### src/skt_pkg.sv
// Shared types and constants of the Kalman tracker.
// Depends on nothing; imported by the datapath, controller and top level.
package skt_pkg;
  localparam int DefDataWidth = 32;
  localparam int DefFracBits = 28;
  localparam int CfgIdxWidth = 3;
  localparam int CfgDataWidth = 32;

  typedef enum logic [CfgIdxWidth-1:0] {
    REG_COS = 3'd0, REG_SIN = 3'd1, REG_Q00 = 3'd2, REG_Q01 = 3'd3,
    REG_Q10 = 3'd4, REG_Q11 = 3'd5, REG_R = 3'd6
  } reg_idx_t;

  // Datapath operations issued by the controller.
  typedef enum logic [2:0] {
    OP_NOP, OP_MUL, OP_ADD, OP_SUB, OP_DIV, OP_MOV
  } op_t;

  // Register file slots of the datapath.
  localparam int SlotWidth = 5;
  typedef enum logic [SlotWidth-1:0] {
    S_C, S_S, S_Q00, S_Q01, S_Q10, S_Q11, S_R, S_Z,
    S_X0, S_X1, S_P00, S_P01, S_P10, S_P11,
    S_T0, S_T1, S_T2, S_T3, S_A00, S_A01, S_A10, S_A11,
    S_D, S_K0, S_K1, S_Y, S_N0
  } slot_t;

  typedef struct packed {
    logic  start;
    op_t   op;
    slot_t src_a;
    slot_t src_b;
    slot_t dst;
    logic  load;
    logic  commit;
  } skt_cmd_t;

  typedef struct packed {
    logic busy;
  } skt_status_t;
endpackage

### src/skt_ctrl.sv
// Controller of the tracker: a sequencer that walks the fixed program of
// predict and update operations. Uses skt_pkg.
module skt_ctrl (
  input  logic                 clk,
  input  logic                 rst,
  input  logic                 in_valid,
  output logic                 in_stall,
  output logic                 out_valid,
  input  logic                 out_stall,
  input  skt_pkg::skt_status_t status,
  output skt_pkg::skt_cmd_t    cmd
);
  import skt_pkg::*;

  localparam int NPROG = 50;
  localparam int PCW = 6;

  typedef enum logic [1:0] {ST_IDLE, ST_RUN, ST_WAIT, ST_DONE} state_t;
  state_t state;
  logic [PCW-1:0] pc;

  function automatic skt_cmd_t prog(input logic [PCW-1:0] i);
    skt_cmd_t c;
    c = '0;
    c.start = 1'b1;
    case (i)
      6'd0:  begin c.op = OP_MUL; c.src_a = S_C;   c.src_b = S_X0;  c.dst = S_T0; end
      6'd1:  begin c.op = OP_MUL; c.src_a = S_S;   c.src_b = S_X1;  c.dst = S_T1; end
      6'd2:  begin c.op = OP_MUL; c.src_a = S_S;   c.src_b = S_X0;  c.dst = S_T2; end
      6'd3:  begin c.op = OP_MUL; c.src_a = S_C;   c.src_b = S_X1;  c.dst = S_T3; end
      6'd4:  begin c.op = OP_SUB; c.src_a = S_T0;  c.src_b = S_T1;  c.dst = S_X0; end
      6'd5:  begin c.op = OP_ADD; c.src_a = S_T2;  c.src_b = S_T3;  c.dst = S_X1; end
      6'd6:  begin c.op = OP_MUL; c.src_a = S_C;   c.src_b = S_P00; c.dst = S_T0; end
      6'd7:  begin c.op = OP_MUL; c.src_a = S_S;   c.src_b = S_P10; c.dst = S_T1; end
      6'd8:  begin c.op = OP_MUL; c.src_a = S_C;   c.src_b = S_P01; c.dst = S_T2; end
      6'd9:  begin c.op = OP_MUL; c.src_a = S_S;   c.src_b = S_P11; c.dst = S_T3; end
      6'd10: begin c.op = OP_SUB; c.src_a = S_T0;  c.src_b = S_T1;  c.dst = S_A00; end
      6'd11: begin c.op = OP_SUB; c.src_a = S_T2;  c.src_b = S_T3;  c.dst = S_A01; end
      6'd12: begin c.op = OP_MUL; c.src_a = S_S;   c.src_b = S_P00; c.dst = S_T0; end
      6'd13: begin c.op = OP_MUL; c.src_a = S_C;   c.src_b = S_P10; c.dst = S_T1; end
      6'd14: begin c.op = OP_MUL; c.src_a = S_S;   c.src_b = S_P01; c.dst = S_T2; end
      6'd15: begin c.op = OP_MUL; c.src_a = S_C;   c.src_b = S_P11; c.dst = S_T3; end
      6'd16: begin c.op = OP_ADD; c.src_a = S_T0;  c.src_b = S_T1;  c.dst = S_A10; end
      6'd17: begin c.op = OP_ADD; c.src_a = S_T2;  c.src_b = S_T3;  c.dst = S_A11; end
      6'd18: begin c.op = OP_MUL; c.src_a = S_A00; c.src_b = S_C;   c.dst = S_T0; end
      6'd19: begin c.op = OP_MUL; c.src_a = S_A01; c.src_b = S_S;   c.dst = S_T1; end
      6'd20: begin c.op = OP_MUL; c.src_a = S_A00; c.src_b = S_S;   c.dst = S_T2; end
      6'd21: begin c.op = OP_MUL; c.src_a = S_A01; c.src_b = S_C;   c.dst = S_T3; end
      6'd22: begin c.op = OP_SUB; c.src_a = S_T0;  c.src_b = S_T1;  c.dst = S_P00; end
      6'd23: begin c.op = OP_ADD; c.src_a = S_T2;  c.src_b = S_T3;  c.dst = S_P01; end
      6'd24: begin c.op = OP_MUL; c.src_a = S_A10; c.src_b = S_C;   c.dst = S_T0; end
      6'd25: begin c.op = OP_MUL; c.src_a = S_A11; c.src_b = S_S;   c.dst = S_T1; end
      6'd26: begin c.op = OP_MUL; c.src_a = S_A10; c.src_b = S_S;   c.dst = S_T2; end
      6'd27: begin c.op = OP_MUL; c.src_a = S_A11; c.src_b = S_C;   c.dst = S_T3; end
      6'd28: begin c.op = OP_SUB; c.src_a = S_T0;  c.src_b = S_T1;  c.dst = S_P10; end
      6'd29: begin c.op = OP_ADD; c.src_a = S_T2;  c.src_b = S_T3;  c.dst = S_P11; end
      6'd30: begin c.op = OP_ADD; c.src_a = S_P00; c.src_b = S_Q00; c.dst = S_P00; end
      6'd31: begin c.op = OP_ADD; c.src_a = S_P01; c.src_b = S_Q01; c.dst = S_P01; end
      6'd32: begin c.op = OP_ADD; c.src_a = S_P10; c.src_b = S_Q10; c.dst = S_P10; end
      6'd33: begin c.op = OP_ADD; c.src_a = S_P11; c.src_b = S_Q11; c.dst = S_P11; end
      6'd34: begin c.op = OP_ADD; c.src_a = S_P00; c.src_b = S_R;   c.dst = S_D; end
      6'd35: begin c.op = OP_DIV; c.src_a = S_P00; c.src_b = S_D;   c.dst = S_K0; end
      6'd36: begin c.op = OP_DIV; c.src_a = S_P10; c.src_b = S_D;   c.dst = S_K1; end
      6'd37: begin c.op = OP_SUB; c.src_a = S_Z;   c.src_b = S_X0;  c.dst = S_Y; end
      6'd38: begin c.op = OP_MUL; c.src_a = S_K0;  c.src_b = S_Y;   c.dst = S_T0; end
      6'd39: begin c.op = OP_MUL; c.src_a = S_K1;  c.src_b = S_Y;   c.dst = S_T1; end
      6'd40: begin c.op = OP_MUL; c.src_a = S_K0;  c.src_b = S_P00; c.dst = S_A00; end
      6'd41: begin c.op = OP_MUL; c.src_a = S_K0;  c.src_b = S_P01; c.dst = S_A01; end
      6'd42: begin c.op = OP_MUL; c.src_a = S_K1;  c.src_b = S_P00; c.dst = S_A10; end
      6'd43: begin c.op = OP_MUL; c.src_a = S_K1;  c.src_b = S_P01; c.dst = S_A11; end
      6'd44: begin c.op = OP_ADD; c.src_a = S_X0;  c.src_b = S_T0;  c.dst = S_X0; end
      6'd45: begin c.op = OP_ADD; c.src_a = S_X1;  c.src_b = S_T1;  c.dst = S_X1; end
      6'd46: begin c.op = OP_SUB; c.src_a = S_P00; c.src_b = S_A00; c.dst = S_P00; end
      6'd47: begin c.op = OP_SUB; c.src_a = S_P01; c.src_b = S_A01; c.dst = S_P01; end
      6'd48: begin c.op = OP_SUB; c.src_a = S_P10; c.src_b = S_A10; c.dst = S_P10; end
      6'd49: begin c.op = OP_SUB; c.src_a = S_P11; c.src_b = S_A11; c.dst = S_P11; end
      default: c.start = 1'b0;
    endcase
    return c;
  endfunction

  localparam logic [PCW-1:0] LAST = PCW'(NPROG - 1);

  skt_cmd_t step_cmd;
  assign step_cmd = prog(pc);

  // The result registers are loaded once, after the last operation has
  // landed, so the saturation flag covers the whole program.
  always_comb begin
    cmd = '0;
    case (state)
      ST_IDLE: cmd.load = in_valid && !out_valid;
      ST_RUN:  cmd = step_cmd;
      ST_DONE: cmd.commit = !status.busy;
      default: ;
    endcase
  end

  assign in_stall = (state != ST_IDLE) || out_valid;

  always_ff @(posedge clk) begin
    if (rst) begin
      state <= ST_IDLE;
      pc <= '0;
      out_valid <= 1'b0;
    end else begin
      if (out_valid && !out_stall) out_valid <= 1'b0;
      case (state)
        ST_IDLE: if (in_valid && !out_valid) begin
          state <= ST_WAIT;
          pc <= '0;
        end
        ST_RUN: begin
          state <= ST_WAIT;
          if (pc == LAST) state <= ST_DONE;
        end
        ST_WAIT: if (!status.busy) begin
          state <= ST_RUN;
          pc <= pc;
        end
        ST_DONE: if (!status.busy) begin
          state <= ST_IDLE;
          out_valid <= 1'b1;
        end
        default: state <= ST_IDLE;
      endcase
      if (state == ST_RUN) pc <= pc + 1'b1;
    end
  end
endmodule

### config.mk
export PLATFORM = sky130hd
export DESIGN_NAME = skt_ctrl
export DESIGN_NICKNAME = d
export VERILOG_FILES = /design/src/skt_pkg.sv /design/src/skt_ctrl.sv
export SDC_FILE = /design/constraint.sdc
export NUM_CORES = 1
export LEC_CHECK = 0
export BUFFER_PORTS_ARGS = -buffer_cell sky130_fd_sc_hd__buf_2
export CORE_UTILIZATION = 45
export DETAILED_ROUTE_END_ITERATION = 8
export PLACE_DENSITY_LB_ADDON = 0.08
export SYNTH_ARGS = -nofsm -noshare
export SYNTH_HDL_FRONTEND = slang
export SYNTH_SLANG_ARGS = --single-unit
### constraint.sdc
create_clock -name clk -period 2.35 [get_ports clk]
set_clock_uncertainty 0.2 [all_clocks]
set_input_delay 0.1175 -clock clk [delete_from_list [all_inputs] [get_ports clk]]
set_output_delay 0.1175 -clock clk [all_outputs]
set_load 0.05 [all_outputs]
==> results of run 1 <==
state kept, by name, summed over array words and instances (netlist names):
name / count
out_valid: 1
state: 2
pc: 6
area by class of cell:
type / count / area [µm²] / area share
flip-flops and latches: 9 / 194 / 0.0726
multi-input cells: 226 / 1620 / 0.604
inverters: 8 / 41.3 / 0.0154
well taps: 48 / 60.1 / 0.0225
clock buffers: 4 / 45.0 / 0.0169
repair buffers: 84 / 717 / 0.268
per-layer routing:
metal	GRT usage	vias to the layer above	wire length (µm)
met5	0	-	0
met4	0.0540	0	206
met3	0.0625	20	631
met2	0.512	136	3260
met1	0.453	1148	3020
li1	-	1133	-
cells in the final DEF, fill, tap and decap left out, types with 4 or more instances in the layout:
master	Yosys	routed
buf_4	3	55
a21oi_1	32	26
nand2_1	27	24
nor2_1	26	24
o21ai_0	18	17
buf_6	2	11
a31oi_1	11	10
buf_2	18	10
nor3_1	14	9
a211oi_1	10	6
o22ai_1	5	5
nor2b_1	10	5
a21oi_2	0	5
nand2b_1	4	4
a211oi_2	0	4
nor3_2	0	4
dfxtp_1	9	4
where the power goes:
part	switching (W)	internal, W	total [W]	leakage [nW]
registers	0.00000977	0.000155	0.000165	0.0764
logic	0.000133	0.0000885	0.000222	0.871
clock network	0.0000612	0.000118	0.000179	0.0228
total	0.000204	0.000362	0.000566	0.970
through the flow:
step / hold slack, ns / power [W]
after global routing: 0.0459 / 0.000598
final: 0.0300 / 0.000566
after CTS: 0.0409 / 0.000543
after detailed placement: 0.164 / 0.000346
after floorplan: 0.0622 / 0.000296
after global placement: 0.151 / 0.000345
worst paths after layout:
kind / start / end / slack (ns) / cells after the start
setup / recovery: pc[0]$_SDFFE_PP0P_ / cmd[14] / -0.04 / 9
hold / removal: status / state[1]$_SDFFE_PP0P_ / 0.03 / 3
setup reg to reg: state[1]$_SDFFE_PP0P_ / out_valid$_SDFF_PP0_ / 0.56 / 5
hold reg to reg: pc[5]$_SDFFE_PP0P_ / pc[5]$_SDFFE_PP0P_ / 0.39 / 2
cell families (layout without fill, tap and decap cells):
group,after synthesis,in the layout
adder cells (fa/ha/maj),4,4
AND/OR/NAND/NOR,106,106
multiplexers,2,2
XOR/XNOR,1,1
AO/OA/AOI/OAI,113,113
buffers and inverters,40,96
flip-flops,9,9
tightest hold or removal path: cells and delay by family:
kind / cells / cell delay, ns
buf+inv: 1 / 0.09
compound gates: 1 / 0.15
simple gates: 1 / 0.05
what timing repair did:
item                                    CTS  global route
endpoints found under the hold margin     6             0
resized for setup                        43            60
buffers inserted                          1             7
endpoints found under the setup margin   19            19
pin swaps                                 6            19
hold buffers                              3             0
gates cloned                              0             1
==> impl_metrics.json, run 1 <==
{
  "setup_ws_ns": -0.0436,
  "fin_crit_sh": 1.02,
  "grt.total_usage": 0.323,
  "critPathMostFrequentCell": "buf_4",
  "violations": "setup timing",
  "cts_buffers": 3,
  "post-route-drc-count": 0,
  "status": "complete, but fails checks",
  "nNetsFinal": 341,
  "worstSetupPathType": "flip-flop to output port",
  "drt-total-wl_mm": 7.12,
  "peakVddDrop_mv": 0.443,
  "antenna-diode-count": 0,
  "tightestPinTransition_ns": 0.384,
  "start_util": 0.471,
  "syn_inst": 275,
  "drv_cap": 0,
  "fin_area_um2": 2670,
  "grt_pass1_wl_mm": 10.4,
  "cts_tree": "yes",
  "synth_edf_count": 0,
  "h-tree-depth": 1,
  "firstDrtPassIters": 5,
  "cp_max_fo": 5,
  "tns_ns": -0.130,
  "slowest_stage": "dfxtp_4",
  "die-area_um2": 4080,
  "drtAntennaViolNets": 0,
  "synth_commonest_cells": "32 x a21oi_1, 27 x nand2_1, 26 x nor2_1, 18 x buf_2, 18 x o21ai_0",
  "portBuffers": 27,
  "end_kind": "output port",
  "fp-row-count": 22,
  "die_height_um": 63.9,
  "cts.clk_slew.worst_paths_ns": 0.04,
  "synthXorXnorAreaFrac": 0.00508,
  "synth_top_family_by_area": "compound AO/OA/AOI/OAI gates",
  "crit_chain": "inv_6, ha_4, buf_4, and3b_1, o21a_1, nor3_1, buf_4, a21oi_1, buf_4",
  "synth_top_area_cell": "dfxtp_1",
  "dpl_cell_area_um2": 2140,
  "critPathMaxStageDelay_ns": 0.39,
  "worstSetupStartpointType": "flip-flop",
  "path_buf_inv": 4,
  "fillCellCount": 301,
  "ys_warn_count": 0,
  "critical_path.top_delay_family": "buffers and inverters",
  "cts.sinks": 9,
  "dp_cells": 363,
  "pre_cts_ws_ns": 0.0188,
  "leakage_nw": 0.970,
  "netlist_top_cells_area": "dfxtp_1 10%, a21oi_1 9.3%, nand2_1 5.9%",
  "num_vias": 2437,
  "core_area_um2": 3660,
  "seq_area_frac_synth": 0.104,
  "root_buffer": "clkbuf_8",
  "period_needed_ns": 2.39,
  "maxSlewHeadroom": 0.741,
  "netlist_area_um2": 1720,
  "io_pins": 28,
  "async_flop_share": 0,
  "antenna_found_initial": 0,
  "area_growth_pct": 55.0,
  "slew_viol_final": 0,
  "grt_max_degree": 35,
  "synth_top_flop_cell": "dfxtp_1",
  "cp.required_ns": 2.03,
  "grt_pass1_vias": 2138,
  "yosysUniqueCellTypes": 55,
  "synth_most_common_cell": "a21oi_1",
  "clk_latency_ns": 0.23,
  "synth_compound_area_frac": 0.430,
  "syn-num-nets": 284,
  "die_w_um": 63.9,
  "hp-class": "primary input to flip-flop",
  "syn_avg_cell_area_um2": 6.27,
  "dp_hpwl_mm": 4.56,
  "yosys.area_share.simple": 0.304,
  "synth.mux.area_fraction": 0.0123,
  "gp_congestion": 0.977,
  "drt_iter0_markers": 229,
  "max_freq_mhz": 418,
  "wl_per_cell_um": 18.8,
  "overflow": 0,
  "setup_viol": 5,
  "final_util": 0.730,
  "rsz0062_at_grt": "true",
  "final_hold_viol_count": 0,
  "powerDensity_nw_per_um2": 212,
  "drive_above_1_share": 0.429,
  "cp.arrival_ns": 2.08,
  "synth_seq_cells": 9,
  "via_per_inst": 6.43,
  "cts.path.max_buffers": 2,
  "yosysTopAreaCellShare": 0.104,
  "synthAdderAreaFrac": 0.0290,
  "final_cells": 379
}
Power figures use the tool's default switching activity.
==> inputs of run 2 (changes only) <==
--- a/config.mk
+++ b/config.mk
@@ -5,7 +5,9 @@
 export SDC_FILE = /design/constraint.sdc
 export NUM_CORES = 1
 export LEC_CHECK = 0
+export ABC_AREA = 1
 export BUFFER_PORTS_ARGS = -buffer_cell sky130_fd_sc_hd__buf_2
+export CORE_MARGIN = 2
 export CORE_UTILIZATION = 45
 export DETAILED_ROUTE_END_ITERATION = 8
 export PLACE_DENSITY_LB_ADDON = 0.08
==> run 2 against run 1 <==
  * Wire length is 11% lower
  * The run now ends clean
  * Sequential cell count stayed put
  * Non-clock buffer count shrank 12
  * Via count is 2.4% lower
  * Sequential share of layout area grew 0.41 points
  * Die area grew 2.3%
  * Critical path depth unchanged
  * Sequential power fell by 5%
  * Power decreased by 31%
==> impl_metrics.json, run 2 <==
{
  "synth_top_area_cell": "nand2_1",
  "worstSetupStartpointType": "flip-flop",
  "final_util": 0.688,
  "cts.path.max_buffers": 2,
  "synth_commonest_cells": "99 x nand2_1, 64 x nor2_1, 36 x nand3_1, 33 x inv_1, 17 x a21oi_1",
  "yosys.area_share.simple": 0.576,
  "grt_pass1_vias": 2290,
  "drt-total-wl_mm": 6.34,
  "overflow": 0,
  "final_hold_viol_count": 0,
  "cp.required_ns": 2.03,
  "slowest_stage": "dfxtp_4",
  "leakage_nw": 1.45,
  "wl_per_cell_um": 14.4,
  "yosysTopAreaCellShare": 0.225,
  "fin_crit_sh": 0.969,
  "dp_hpwl_mm": 4.98,
  "final_common_cell": "nand2_1",
  "synthXorXnorAreaFrac": 0,
  "grt_pass1_wl_mm": 10.2,
  "area_growth_pct": 50.0,
  "fp-row-count": 22,
  "syn-num-nets": 338,
  "yosysUniqueCellTypes": 25,
  "cp.arrival_ns": 1.96,
  "firstDrtPassIters": 5,
  "cts.clk_slew.worst_paths_ns": 0.04,
  "syn_avg_cell_area_um2": 5.03,
  "synth_top_flop_cell": "dfxtp_1",
  "synth.mux.area_fraction": 0,
  "drt_iter0_markers": 226,
  "rr_startpoint": "state[1]$_SDFFE_PP0P_",
  "num_vias": 2379,
  "maxSlewHeadroom": 0.550,
  "io_pins": 28,
  "critPathMaxStageDelay_ns": 0.40,
  "mostFrequentLayoutCells": "82 x nand2_1, 49 x nor2_1, 46 x buf_4",
  "drive_above_1_share": 0.349,
  "crit_start": "pc[0]$_SDFFE_PP0P_",
  "holdPathStages": 3,
  "die_w_um": 64.6,
  "start_util": 0.459,
  "final_cells": 441,
  "antenna-diode-count": 0,
  "die-area_um2": 4180,
  "synth_seq_cells": 9,
  "top_regs": "pc x6, state x2, out_valid x1",
  "netlist_top_cells_area": "nand2_1 22%, nor2_1 15%, dfxtp_1 11%",
  "gp_congestion": 1.05,
  "async_flop_share": 0,
  "seq_area_frac_synth": 0.109,
  "root_buffer": "clkbuf_8",
  "nNetsFinal": 403,
  "core_area_um2": 3610,
  "cts_buffers": 3,
  "grt.total_usage": 0.311,
  "ys_warn_count": 0,
  "max_freq_mhz": 439,
  "setup_viol": 0,
  "largest_reg_flops": 6,
  "hp-class": "primary input to flip-flop",
  "status": "complete, no violations",
  "post-route-drc-count": 0,
  "die_height_um": 64.6,
  "netlist_area_um2": 1650,
  "cts.sinks": 9,
  "rr_worst_depth": 7,
  "clk_latency_ns": 0.22,
  "dp_cells": 427,
  "path_buf_inv": 3,
  "critical_path.top_delay_family": "buffers and inverters",
  "whs_endpoint": "state[1]$_SDFFE_PP0P_",
  "via_per_inst": 5.39,
  "reg2reg_to": "out_valid$_SDFF_PP0_",
  "min-delay-start": "status",
  "portBuffers": 27,
  "powerDensity_nw_per_um2": 157,
  "top_register": "pc",
  "peakVddDrop_mv": 0.468,
  "slew_viol_final": 0,
  "crit_chain": "inv_6, ha_4, nand3_1, o21a_1, nand2_1, buf_4, nor3_1, a21oi_2, clkbuf_4",
  "worstSetupPathType": "flip-flop to output port",
  "cts_tree": "yes",
  "syn_inst": 329,
  "drtAntennaViolNets": 0,
  "rsz0062_at_grt": "true",
  "synth_most_common_cell": "nand2_1",
  "drv_cap": 0,
  "synth_top_family_by_area": "simple AND/OR/NAND/NOR gates",
  "antenna_found_initial": 0,
  "tightestPinTransition_ns": 0.669,
  "cp_max_fo": 7,
  "h-tree-depth": 1,
  "period_needed_ns": 2.28,
  "synthAdderAreaFrac": 0.0303,
  "r2r_slack_ns": 0.59,
  "synth_edf_count": 0,
  "grt_max_degree": 15,
  "synth_compound_area_frac": 0.154,
  "total_power_w": 0.000389,
  "end_kind": "output port"
}
## run 2: cell types whose count changed in the layout (fill, tap and decap cells not counted), moves of 6 or more
cell	previous run	this run
nand2_1	24	82
nand3_1	3	32
inv_1	3	30
nor2_1	24	49
nor2_2	2	15
a21oi_1	26	14
nand2_2	2	13
a31oi_1	10	0
buf_4	55	46
o21ai_0	17	9
a211oi_1	6	0
o211ai_1	2	8
## run 2: report_power, final
| part | leakage, nW | switching [W] | total [W] | internal, W |
|---|---|---|---|---|
| registers | 0.0755 | 0.00000224 | 0.000156 | 0.000154 |
| clock network | 0.0228 | 0.0000499 | 0.000167 | 0.000117 |
| logic | 1.35 | 0.0000435 | 0.0000656 | 0.0000221 |
| total | 1.45 | 0.0000957 | 0.000389 | 0.000293 |
## run 2: timing repair
| action | CTS | global route |
|---|---|---|
| hold buffers | 3 | 0 |
| endpoints found under the hold margin | 5 | 0 |
| pin swaps | 4 | 24 |
| setup buffers | 3 | 4 |
| endpoints found under the setup margin | 18 | 18 |
| gates resized for setup | 29 | 68 |
| gates cloned | 0 | 0 |
## run 2: metrics by stage
step                      setup WS [ns]  hold slack [ns]  area (µm²)  TNS, ns
after global routing            -0.0238           0.0754        2480  -0.0867
after detailed placement        0.00873            0.169        2050        0
after floorplan                 0.00989           0.0622        1670        0
final                            0.0718           0.0391        2480        0
after global placement          0.00990            0.157        2050        0
after CTS                       -0.0199           0.0452        2230  -0.0363
## run 2: layout make-up
class	instances	area [µm²]
tap	48	60.1
inverter	37	146
fill	341	1120
timing repair buffer	72	548
multi-input combinational	271	1490
sequential	9	190
clock buffer	4	45.0
## run 2: logic make-up (layout without fill, tap and decap cells)
group,after synthesis,in the layout
simple gates,223,223
buf+inv,49,113
compound gates,44,44
flops,9,9
fa+ha+maj,4,4
## run 2: how the worst max path moves through the flow
stage          slack (ns)  endpoint  cells after the start
6_report             0.07   cmd[14]                      9
5_1_grt             -0.02    cmd[5]                     11
4_1_cts             -0.02   cmd[20]                     12
3_5_place_dp        0.009   cmd[20]                     12
3_3_place_gp         0.01   cmd[20]                     12
2_1_floorplan        0.01   cmd[11]                      9
## run 2: worst reg2reg max path: stages (launching register included)
cell,delay (ns)
dfxtp_1,0.34
inv_1,0.08
nor2_1,0.18
inv_1,0.06
nor2_1,0.15
a21oi_1,0.07
nor2_1,0.10
dlygate4sd3_1,0.55
## run 2: per-layer routing
layer | vias up | share of wire | wire, µm | GRT usage
li1 | 1201 | - | - | -
met1 | 1044 | 0.41 | 2590 | 0.371
met2 | 103 | 0.50 | 3160 | 0.549
met3 | 31 | 0.052 | 331 | 0.0156
met4 | 0 | 0.040 | 253 | 0.186
met5 | - | 0 | 0 | 0
